$ cat config.mk
export PLATFORM = sky130hd
export DESIGN_NAME = sdpa_front_flat
export DESIGN_NICKNAME = d
export VERILOG_FILES = /design/src/rtl/core/sdpa_pkg.sv /design/src/rtl/core/sdpa_if.sv /design/src/rtl/core/sdpa_front.sv /design/src/flat_wrapper.sv
export SDC_FILE = /design/constraint.sdc
export NUM_CORES = 1
export LEC_CHECK = 0
export BUFFER_PORTS_ARGS = -buffer_cell sky130_fd_sc_hd__buf_2
export CAP_MARGIN = 0
export CORE_ASPECT_RATIO = 1.1
export CORE_MARGIN = 3
export CORE_UTILIZATION = 45
export CTS_BUF_LIST = sky130_fd_sc_hd__clkbuf_4
export CTS_CLUSTER_SIZE = 28
export DETAILED_ROUTE_END_ITERATION = 8
export PLACE_DENSITY = 0.81
export REMOVE_ABC_BUFFERS = 1
export SYNTH_ARGS = -nofsm -noshare
export SYNTH_HDL_FRONTEND = slang
export SYNTH_SLANG_ARGS = --single-unit
$ cat constraint.sdc
create_clock -name clk -period 3.36 [get_ports clk]
set_clock_uncertainty 0.15 [all_clocks]
set_input_delay 0.168 -clock clk [delete_from_list [all_inputs] [get_ports clk]]
set_output_delay 0.168 -clock clk [all_outputs]
set_load 0.02 [all_outputs]
$ cat src/rtl/core/sdpa_pkg.sv
// Shared types, constants and tables of the attention block.
`default_nettype none

package sdpa_pkg;

	localparam int D_MODEL_DEF = 16;
	localparam int SEQ_MAX_DEF = 32;

	localparam int OP_W   = 2;
	localparam int TGT_W  = 2;
	localparam int ROW_W  = 5;
	localparam int COL_W  = 4;
	localparam int WORD_W = 16;
	localparam int LEN_W  = 6;

	localparam logic [LEN_W-1:0] LEN_RESET = LEN_W'(32);

	localparam logic [OP_W-1:0] OP_WWRITE = 2'd0;
	localparam logic [OP_W-1:0] OP_SWRITE = 2'd1;
	localparam logic [OP_W-1:0] OP_RUN    = 2'd2;

	localparam logic [TGT_W-1:0] W_Q = 2'd0;
	localparam logic [TGT_W-1:0] W_K = 2'd1;
	localparam logic [TGT_W-1:0] W_V = 2'd2;
	localparam logic [TGT_W-1:0] W_O = 2'd3;

	localparam logic [TGT_W-1:0] SEQ_QUERY = 2'd0;
	localparam logic [TGT_W-1:0] SEQ_KEY   = 2'd1;
	localparam logic [TGT_W-1:0] SEQ_VALUE = 2'd2;

	localparam int ACC_W  = 32;
	localparam int SC_W   = 34;
	localparam int MA_W   = 33;
	localparam int MB_W   = 18;
	localparam int PROD_W = 51;
	localparam int NUM_W  = 34;
	localparam int E_W    = 17;
	localparam int U_LIMIT = 12 * 4096;

	typedef enum logic [1:0] {
		CMD_WWRITE,
		CMD_SWRITE,
		CMD_RUN
	} cmd_kind_t;

	typedef struct packed {
		cmd_kind_t               kind;
		logic [TGT_W-1:0]        tgt;
		logic [ROW_W-1:0]        row;
		logic [COL_W-1:0]        col;
		logic signed [WORD_W-1:0] data;
	} cmd_t;

	typedef enum logic [3:0] {
		B_IDLE,
		B_Q,
		B_QW,
		B_KP,
		B_KS,
		B_SC,
		B_EXP,
		B_DIV,
		B_AV,
		B_AP,
		B_AW,
		B_O,
		B_OE
	} bstate_t;

	// Scale 1/sqrt(d) in Q0.16, rounded to nearest.
	function automatic int scale_q16(input int d);
		longint lo;
		longint hi;
		longint mid;
		lo = 0;
		hi = 65536;
		while (lo < hi) begin
			mid = (lo + hi + 1) / 2;
			if (mid * mid * longint'(d) <= (longint'(1) << 32)) lo = mid;
			else hi = mid - 1;
		end
		if ((2 * lo + 1) * (2 * lo + 1) * longint'(d) <= (longint'(1) << 34)) lo = lo + 1;
		return int'(lo);
	endfunction

	// exp(-n), Q0.16.
	function automatic logic [E_W-1:0] expi(input logic [3:0] n);
		case (n)
			4'd0:    return 17'd65536;
			4'd1:    return 17'd24109;
			4'd2:    return 17'd8869;
			4'd3:    return 17'd3263;
			4'd4:    return 17'd1200;
			4'd5:    return 17'd442;
			4'd6:    return 17'd162;
			4'd7:    return 17'd60;
			4'd8:    return 17'd22;
			4'd9:    return 17'd8;
			4'd10:   return 17'd3;
			4'd11:   return 17'd1;
			default: return 17'd0;
		endcase
	endfunction

	// exp(-a/16), Q0.16.
	function automatic logic [E_W-1:0] expa(input logic [3:0] a);
		case (a)
			4'd0:    return 17'd65536;
			4'd1:    return 17'd61565;
			4'd2:    return 17'd57835;
			4'd3:    return 17'd54331;
			4'd4:    return 17'd51039;
			4'd5:    return 17'd47947;
			4'd6:    return 17'd45042;
			4'd7:    return 17'd42313;
			4'd8:    return 17'd39750;
			4'd9:    return 17'd37341;
			4'd10:   return 17'd35079;
			4'd11:   return 17'd32954;
			4'd12:   return 17'd30957;
			4'd13:   return 17'd29081;
			4'd14:   return 17'd27319;
			default: return 17'd25664;
		endcase
	endfunction

	// exp(-b/256), Q0.16.
	function automatic logic [E_W-1:0] expb(input logic [3:0] b);
		case (b)
			4'd0:    return 17'd65536;
			4'd1:    return 17'd65280;
			4'd2:    return 17'd65026;
			4'd3:    return 17'd64772;
			4'd4:    return 17'd64520;
			4'd5:    return 17'd64268;
			4'd6:    return 17'd64018;
			4'd7:    return 17'd63768;
			4'd8:    return 17'd63520;
			4'd9:    return 17'd63272;
			4'd10:   return 17'd63025;
			4'd11:   return 17'd62780;
			4'd12:   return 17'd62535;
			4'd13:   return 17'd62291;
			4'd14:   return 17'd62048;
			default: return 17'd61806;
		endcase
	endfunction

endpackage

`default_nettype wire

$ cat src/rtl/core/sdpa_if.sv
// Request and response channel interfaces of the attention block.
`default_nettype none

interface sdpa_req_if;
	import sdpa_pkg::*;
	logic                      valid;
	logic                      ready;
	logic [OP_W-1:0]           op;
	logic [TGT_W-1:0]          target;
	logic [ROW_W-1:0]          row_index;
	logic [COL_W-1:0]          col_index;
	logic signed [WORD_W-1:0]  data_word;

	modport source (output valid, op, target, row_index, col_index, data_word, input ready);
	modport sink (input valid, op, target, row_index, col_index, data_word, output ready);
endinterface


`default_nettype wire

$ cat src/rtl/core/sdpa_front.sv
// Front end: accepts request words, drops the ones with no effect, queues the rest.
`default_nettype none

module sdpa_front #(
	parameter int D_MODEL = sdpa_pkg::D_MODEL_DEF,
	parameter int SEQ_MAX = sdpa_pkg::SEQ_MAX_DEF
) (
	input  logic           clk,
	input  logic           arst_n,
	sdpa_req_if.sink       req,
	output logic           head_valid,
	output sdpa_pkg::cmd_t head,
	input  logic           pop
);
	import sdpa_pkg::*;

	cmd_t       fifo_q [2];
	logic       wptr_q;
	logic       rptr_q;
	logic [1:0] cnt_q;
	cmd_t       cmd;
	logic       keep;
	logic       push;

	always_comb begin
		cmd.tgt  = req.target;
		cmd.row  = req.row_index;
		cmd.col  = req.col_index;
		cmd.data = req.data_word;
		cmd.kind = CMD_RUN;
		keep     = 1'b0;
		case (req.op)
			OP_WWRITE: begin
				cmd.kind = CMD_WWRITE;
				keep = int'(req.row_index) < D_MODEL && int'(req.col_index) < D_MODEL;
			end
			OP_SWRITE: begin
				cmd.kind = CMD_SWRITE;
				keep = req.target != 2'd3 && int'(req.row_index) < SEQ_MAX
					&& int'(req.col_index) < D_MODEL;
			end
			OP_RUN: begin
				cmd.kind = CMD_RUN;
				keep = int'(req.row_index) < SEQ_MAX;
			end
			default: keep = 1'b0;
		endcase
	end

	assign req.ready  = cnt_q != 2'd2;
	assign push       = req.valid && req.ready && keep;
	assign head_valid = cnt_q != 2'd0;
	assign head       = fifo_q[rptr_q];

	always_ff @(posedge clk) begin
		if (push) fifo_q[wptr_q] <= cmd;
	end

	always_ff @(posedge clk or negedge arst_n) begin
		if (!arst_n) begin
			wptr_q <= 1'b0;
			rptr_q <= 1'b0;
			cnt_q  <= 2'd0;
		end else begin
			if (push) wptr_q <= ~wptr_q;
			if (pop) rptr_q <= ~rptr_q;
			case ({push, pop})
				2'b10:   cnt_q <= cnt_q + 2'd1;
				2'b01:   cnt_q <= cnt_q - 2'd1;
				default: cnt_q <= cnt_q;
			endcase
		end
	end
endmodule

`default_nettype wire

$ cat src/flat_wrapper.sv
// flat-port wrapper written by rule: the top's interface ports become plain ports
module sdpa_front_flat import sdpa_pkg::*;
#(
	parameter int D_MODEL = sdpa_pkg::D_MODEL_DEF,
	parameter int SEQ_MAX = sdpa_pkg::SEQ_MAX_DEF
)
  (clk, arst_n, head_valid, head, pop, req_valid, req_op, req_target, req_row_index, req_col_index, req_data_word, req_ready);
  sdpa_req_if req_i ();
  input  logic clk;
  input  logic arst_n;
  output logic head_valid;
  output sdpa_pkg::cmd_t head;
  input  logic pop;
  input wire logic [$bits(req_i.valid)-1:0] req_valid;
  input wire logic [$bits(req_i.op)-1:0] req_op;
  input wire logic [$bits(req_i.target)-1:0] req_target;
  input wire logic [$bits(req_i.row_index)-1:0] req_row_index;
  input wire logic [$bits(req_i.col_index)-1:0] req_col_index;
  input wire logic [$bits(req_i.data_word)-1:0] req_data_word;
  output wire logic [$bits(req_i.ready)-1:0] req_ready;
  assign req_i.valid = req_valid;
  assign req_i.op = req_op;
  assign req_i.target = req_target;
  assign req_i.row_index = req_row_index;
  assign req_i.col_index = req_col_index;
  assign req_i.data_word = req_data_word;
  assign req_ready = req_i.ready;
  sdpa_front #(.D_MODEL(D_MODEL), .SEQ_MAX(SEQ_MAX)) u_core (.clk(clk), .arst_n(arst_n), .req(req_i), .head_valid(head_valid), .head(head), .pop(pop));
endmodule
==> results of run 1 <==
[cell usage in the layout, fill, tap and decap left out]
| cell type | n |
|---|---|
| a21oi_1 | 1 |
| o2111ai_4 | 1 |
| buf_4 | 3 |
| clkinv_1 | 2 |
| nor2_1 | 2 |
| clkinv_2 | 3 |
| dfrtp_1 | 4 |
| inv_1 | 2 |
| clkinvlp_4 | 1 |
| mux2_2 | 29 |
| or2_2 | 1 |
| clkbuf_4 | 9 |
| xor2_1 | 2 |
| ha_1 | 1 |
| or3b_4 | 1 |
| edfxtp_1 | 58 |
| buf_2 | 63 |
| xnor2_1 | 3 |
| dlygate4sd3_1 | 32 |
| nand2b_1 | 1 |
| nor2_2 | 2 |
[logic make-up (layout without fill, tap and decap cells)]
| family | Yosys count | count (layout) | synth area share (%) |
|---|---|---|---|
| DFF | 62 | 62 | 79.3 |
| muxes | 29 | 29 | 14.1 |
| and+or+nand+nor | 7 | 7 | 1.67 |
| buffers and inverters | 6 | 115 | 1.19 |
| xor gates and xnor gates | 5 | 5 | 1.89 |
| AOI/OAI and AO/OA | 2 | 2 | 1.35 |
| adders and majority gates | 1 | 1 | 0.539 |
[final cells by class]
class                   instances  area (um2)
well taps                      56        70.1
clock inverters                 6        30.0
flip-flops and latches         62        1840
repair buffers                 98         658
inverters                       2        7.51
fillers                       354        1680
clock buffers                   9        67.6
multi-input cells              44         458
[flip-flops by register name (all words and copies together) (netlist names)]
name and cells:
u_core.cnt_q 2, u_core.fifo_q 58, u_core.rptr_q 1, u_core.wptr_q 1
[through the flow]
stage	std cells	utilization (%)
final	277	65.1
after detailed placement	230	56.4
after global placement	230	56.4
after global routing	277	65.1
after CTS	277	65.1
after floorplan	108	-
[metal layers]
layer  vias to the layer above  GRT usage (%)
li1                        644              -
met2                        55           24.1
met5                         -              0
met3                         5           6.93
met1                       647           18.7
met4                         0           7.65
[worst register-to-register path, delay by kind of cell, from the launching register on]
family	cells	cell delay (ps)
buf+inv	1	390
simple gates	2	500
compound gates	1	180
flops	1	420
[power by group through the flow]
| stage | Sequential, mW | Clock, mW | Combinational [mW] |
|---|---|---|---|
| final | 1.08 | 0.388 | 0.747 |
| after global routing | 1.09 | 0.437 | 0.800 |
| after CTS | 1.08 | 0.396 | 0.757 |
| after detailed placement | 1.09 | 0 | 0.724 |
| after global placement | 1.09 | 0 | 0.706 |
| after floorplan | 1.09 | 0 | 0.482 |
[timing repair]
item / 4_1_cts / 5_1_grt
endpoints found under the hold margin: 65 / 0
hold buffers: 32 / 0
setup endpoints to repair: 0 / 0
[path summary, 6_finish.rpt]
path | from | end | slack [ps]
min | req_op[0] | u_core.fifo_q[1][27]$_DFFE_PP_ | 50
max | u_core.rptr_q$_DFFE_PN0P_ | head[7] | 960
min in group asynchronous | arst_n | u_core.cnt_q[1]$_DFFE_PN0P_ | 520
min reg2reg | u_core.cnt_q[1]$_DFFE_PN0P_ | u_core.cnt_q[1]$_DFFE_PN0P_ | 360
max reg2reg | u_core.cnt_q[0]$_DFFE_PN0P_ | u_core.fifo_q[0][0]$_DFFE_PP_ | 1390
max in group asynchronous | arst_n | u_core.rptr_q$_DFFE_PN0P_ | 2350
==> results.json, run 1 <==
{
  "synth_cells": 112,
  "synth_warnings": 0,
  "end_kind": "output port",
  "root_buffer": "clkbuf_4",
  "cp_slowest_stage_delay_ps": 840,
  "io_pins": 64,
  "async_flop_share_pct": 6.45,
  "die_width_um": 74.5,
  "place.port_buffers": 63,
  "grt_pass1_wl_mm": 6.67,
  "hold_depth": 3,
  "critPathSlowestCell": "dfrtp_1",
  "cts_setup_buffers": 0,
  "antenna_found_initial": 0,
  "grt_max_degree": 25,
  "ys_seq_area_share_pct": 79.3,
  "clock.fmax_mhz": 418,
  "cp.required_ps": 3040,
  "syn_avg_cell_area_um2": 20.7,
  "rows": 26,
  "setup_viol_count_final": 0,
  "outcome": "complete, no violations",
  "synth_area_mm2": 0.00232,
  "crit_path_cell_trace": "buf_4 -> mux2_2 -> buf_2",
  "wl_met1_mm": 1.83,
  "crit_buf_inv": 2,
  "hold_viol": 0,
  "crit_type": "reg -> out",
  "cts_tree": "done",
  "swShare_pct": 33.7,
  "routabilityCongestion": 0.722,
  "post-synth-top-count-cell": "edfxtp_1",
  "crit_path_max_fanout": 18,
  "first_pass_iters": 4,
  "power_density_mw_per_mm2": 706,
  "yosys-top-cells-count": "58 x edfxtp_1, 29 x mux2_2, 4 x buf_2, 4 x dfrtp_1, 4 x nor2_1",
  "setup_ws_ps": 965,
  "path_depth": 3,
  "dp_hpwl_mm": 2.94,
  "yosys_most_used_dff": "edfxtp_1",
  "synth-seq-cells": 62,
  "total_power_mw": 2.21,
  "maxCapViolations": 0,
  "final_area_mm2": 0.00313,
  "dieArea_mm2": 0.00606,
  "worstRegToRegCells": 4,
  "place_area_mm2": 0.00272,
  "ys_types": 14,
  "viasPerCell": 4.88,
  "rsz0062_at_grt": "no",
  "grtUsageTotal_pct": 15.7,
  "combPwrFrac_pct": 33.8,
  "critPathLaunchType": "flop",
  "yosysTopAreaCell": "edfxtp_1",
  "die_h_um": 81.3,
  "cts_resized": 0,
  "drt_iter0_drc": 93,
  "ys_top_cells_by_area": "edfxtp_1 75%, mux2_2 14%, dfrtp_1 4.3%",
  "critPathTopFamily": "flip-flops",
  "clk_latency_ps": 390,
  "wl_per_cell_um": 15.8,
  "dp_worst_setup_slack_ps": 1380,
  "met2_length_mm": 2.18,
  "finalMaxSlewViolations": 0,
  "drc": 0,
  "wl_met3_um": 320,
  "period_share_pct": 71.3,
  "p_int_mw": 1.47,
  "worst_pin_slew_ps": 744,
  "finalSetupTns_ps": 0,
  "period_minus_slack_ps": 2400,
  "htreeDepth": 3,
  "core_area_mm2": 0.00481,
  "antenna_cells": 0,
  "drive_gt1_share_pct": 51.1,
  "syn_to_final_growth_pct": 34.9,
  "ir_drop_mv": 0.277,
  "grt_pass1_vias": 1402,
  "relSlewSlack_pct": 50.4,
  "synth-edff-count": 58,
  "clk_path_buf_depth": 2,
  "p_leak_nw": 1.20,
  "cts.clk_slew.worst_paths_ps": 90,
  "whs_ps": 51.2,
  "switchingPower_mw": 0.746,
  "vias": 1351,
  "arrival_ps": 2080,
  "final_nets": 251,
  "pwr-share-clk_pct": 17.6,
  "top_layer_used": "met4",
  "drt_wl_total_mm": 4.38,
  "numCtsBuffers": 9,
  "synth.top_cell.area_share_pct": 75.0,
  "cts.sinks": 62,
  "ant_nets": 0,
  "hold_path.class": "in -> reg",
  "gr-total-overflow": 0,
  "seqPwrFrac_pct": 48.7,
  "start_util_pct": 48.2
}
Note: power is estimated with default switching activity, not from simulation.
==> run 2: changes to the inputs <==
--- a/config.mk
+++ b/config.mk
@@ -13,7 +13,7 @@
 export CTS_BUF_LIST = sky130_fd_sc_hd__clkbuf_4
 export CTS_CLUSTER_SIZE = 28
 export DETAILED_ROUTE_END_ITERATION = 8
-export PLACE_DENSITY = 0.81
+export PLACE_DENSITY = 0.84
 export REMOVE_ABC_BUFFERS = 1
 export SYNTH_ARGS = -nofsm -noshare
 export SYNTH_HDL_FRONTEND = slang
==> constraint.sdc (replaced) <==
create_clock -name clk -period 2.2 [get_ports clk]
set_clock_uncertainty 0.15 [all_clocks]
set_input_delay 0.11 -clock clk [delete_from_list [all_inputs] [get_ports clk]]
set_output_delay 0.11 -clock clk [all_outputs]
set_load 0.02 [all_outputs]
==> run 2 against run 1 <==
  * Non-clock buffer count up 1
  * Highest routed layer unchanged
  * Wire length is 6.3% lower
  * Die area is the same
  * Via count shrank 1.6%
  * Combinational power increased by 62%
==> results.json, run 2 (synthesized netlist as in run 1, its figures left out) <==
{
  "outcome": "complete, no violations",
  "critPathLaunchType": "flop",
  "cts_resized": 0,
  "utilization_pct": 65.8,
  "worstRegToRegCells": 4,
  "grt_pass1_wl_mm": 6.64,
  "vias": 1330,
  "ant_nets": 0,
  "worst_pin_slew_ps": 381,
  "htreeDepth": 3,
  "grt_max_degree": 30,
  "setup_ws_ps": 245,
  "arrival_ps": 1700,
  "hold_viol": 0,
  "r2r-start": "u_core.cnt_q[0]$_DFFE_PN0P_",
  "crit_type": "reg -> out",
  "clock.fmax_mhz": 511,
  "regMostFlops": "u_core.fifo_q",
  "hold_depth": 2,
  "gr-total-overflow": 0,
  "r2r_setup_slack_ps": 460,
  "die_width_um": 74.5,
  "min-delay-start": "req_data_word[4]",
  "hold_path.class": "in -> reg",
  "core_area_mm2": 0.00481,
  "crit_path_cell_trace": "buf_4 -> mux2_2 -> buf_2",
  "final_cell_mix": "63 x buf_2, 58 x edfxtp_1, 33 x dlygate4sd3_1",
  "total_power_mw": 3.43,
  "antenna_found_initial": 0,
  "die_h_um": 81.3,
  "ir_drop_mv": 0.713,
  "period_share_pct": 88.9,
  "io_pins": 64,
  "cp.required_ps": 1940,
  "crit_path_max_fanout": 29,
  "whs_ps": 284,
  "fillers": 362,
  "drt_wl_total_mm": 4.10,
  "drive_gt1_share_pct": 51.6,
  "clk_path_buf_depth": 2,
  "dp_worst_setup_slack_ps": 464,
  "final_nets": 252,
  "power_density_mw_per_mm2": 1080,
  "r2r-end": "u_core.fifo_q[1][6]$_DFFE_PP_",
  "end_kind": "output port",
  "p_leak_nw": 1.22,
  "relSlewSlack_pct": 74.6,
  "finalSetupTns_ps": 0,
  "critPathSlowestCell": "mux2_2",
  "drt_iter0_drc": 75,
  "cts.clk_slew.worst_paths_ps": 100,
  "routabilityCongestion": 0.668,
  "grtUsageTotal_pct": 15.5,
  "rows": 26,
  "place.port_buffers": 63,
  "grt_pass1_vias": 1398,
  "largest_reg_flops": 58,
  "top_regs": "u_core.fifo_q (58), u_core.cnt_q (2)",
  "dieArea_mm2": 0.00606,
  "dp_hpwl_mm": 2.51,
  "hold_end": "u_core.fifo_q[0][4]$_DFFE_PP_",
  "seq_area_mm2": 0.00184,
  "numCtsBuffers": 9,
  "first_pass_iters": 4,
  "cp_slowest_stage_delay_ps": 400,
  "multiInputGateArea_um2": 458,
  "layout_commonest_cell": "buf_2",
  "cts.sinks": 62,
  "viasPerCell": 4.77,
  "antenna_cells": 0,
  "root_buffer": "clkbuf_4",
  "period_minus_slack_ps": 1960,
  "syn_to_final_growth_pct": 36.5,
  "wl_per_cell_um": 14.7,
  "setup_viol_count_final": 0,
  "drc": 0,
  "clk_latency_ps": 380,
  "finalMaxSlewViolations": 0,
  "rsz0062_at_grt": "no",
  "maxCapViolations": 0,
  "start_util_pct": 48.2,
  "cts_tree": "done"
}
run 2: worst max-delay path by stage:
stage | slack (ps) | to | from
after CTS | 200 | head[1] | u_core.rptr_q$_DFFE_PN0P_
after floorplan | -490 | u_core.fifo_q[0][0]$_DFFE_PP_ | u_core.cnt_q[0]$_DFFE_PN0P_
after detailed placement | 460 | u_core.fifo_q[1][3]$_DFFE_PP_ | u_core.cnt_q[0]$_DFFE_PN0P_
after global routing | 130 | head[1] | u_core.rptr_q$_DFFE_PN0P_
final | 240 | head[14] | u_core.rptr_q$_DFFE_PN0P_
after global placement | 500 | u_core.fifo_q[1][5]$_DFFE_PP_ | u_core.cnt_q[0]$_DFFE_PN0P_
run 2: per-stage QoR:
| step | cells | instance area (um2) |
|---|---|---|
| 2_1_floorplan | 108 | 2300 |
| 3_3_place_gp | 230 | 2730 |
| 3_5_place_dp | 230 | 2730 |
| 4_1_cts | 279 | 3170 |
| 5_1_grt | 279 | 3170 |
| 6_report | 279 | 3170 |
run 2: final cells by class:
| cell class | instances | area share (%) |
|---|---|---|
| sequential | 62 | 58.1 |
| timing repair buffer | 99 | 21.5 |
| clock buffer | 13 | 3.08 |
| clock inverter | 3 | 0.434 |
| inverter | 2 | 0.237 |
| multi-input combinational | 44 | 14.4 |
| tap | 56 | 2.21 |
run 2: routing by layer:
metal	GRT usage (%)	part of all wire, %
met5	0	0
met4	9.61	2.1
met3	5.20	5.7
met2	25.0	51
met1	17.7	41
run 2: report_power, final:
| part | internal, mW | switching, mW |
|---|---|---|
| sequential | 1.51 | 0.0664 |
| clock | 0.277 | 0.359 |
| combinational | 0.523 | 0.687 |
run 2: worst max-delay path: cells and delay by family, from the launching register on:
family                 cells  cell delay [ps]
flip-flops                 1              370
multiplexers               1              400
buffers and inverters      2              530
run 2: repair_timing:
item                                   4_1_cts  5_1_grt
endpoints found under the hold margin       65        0
setup buffers                                0        0
hold buffers                                33        0
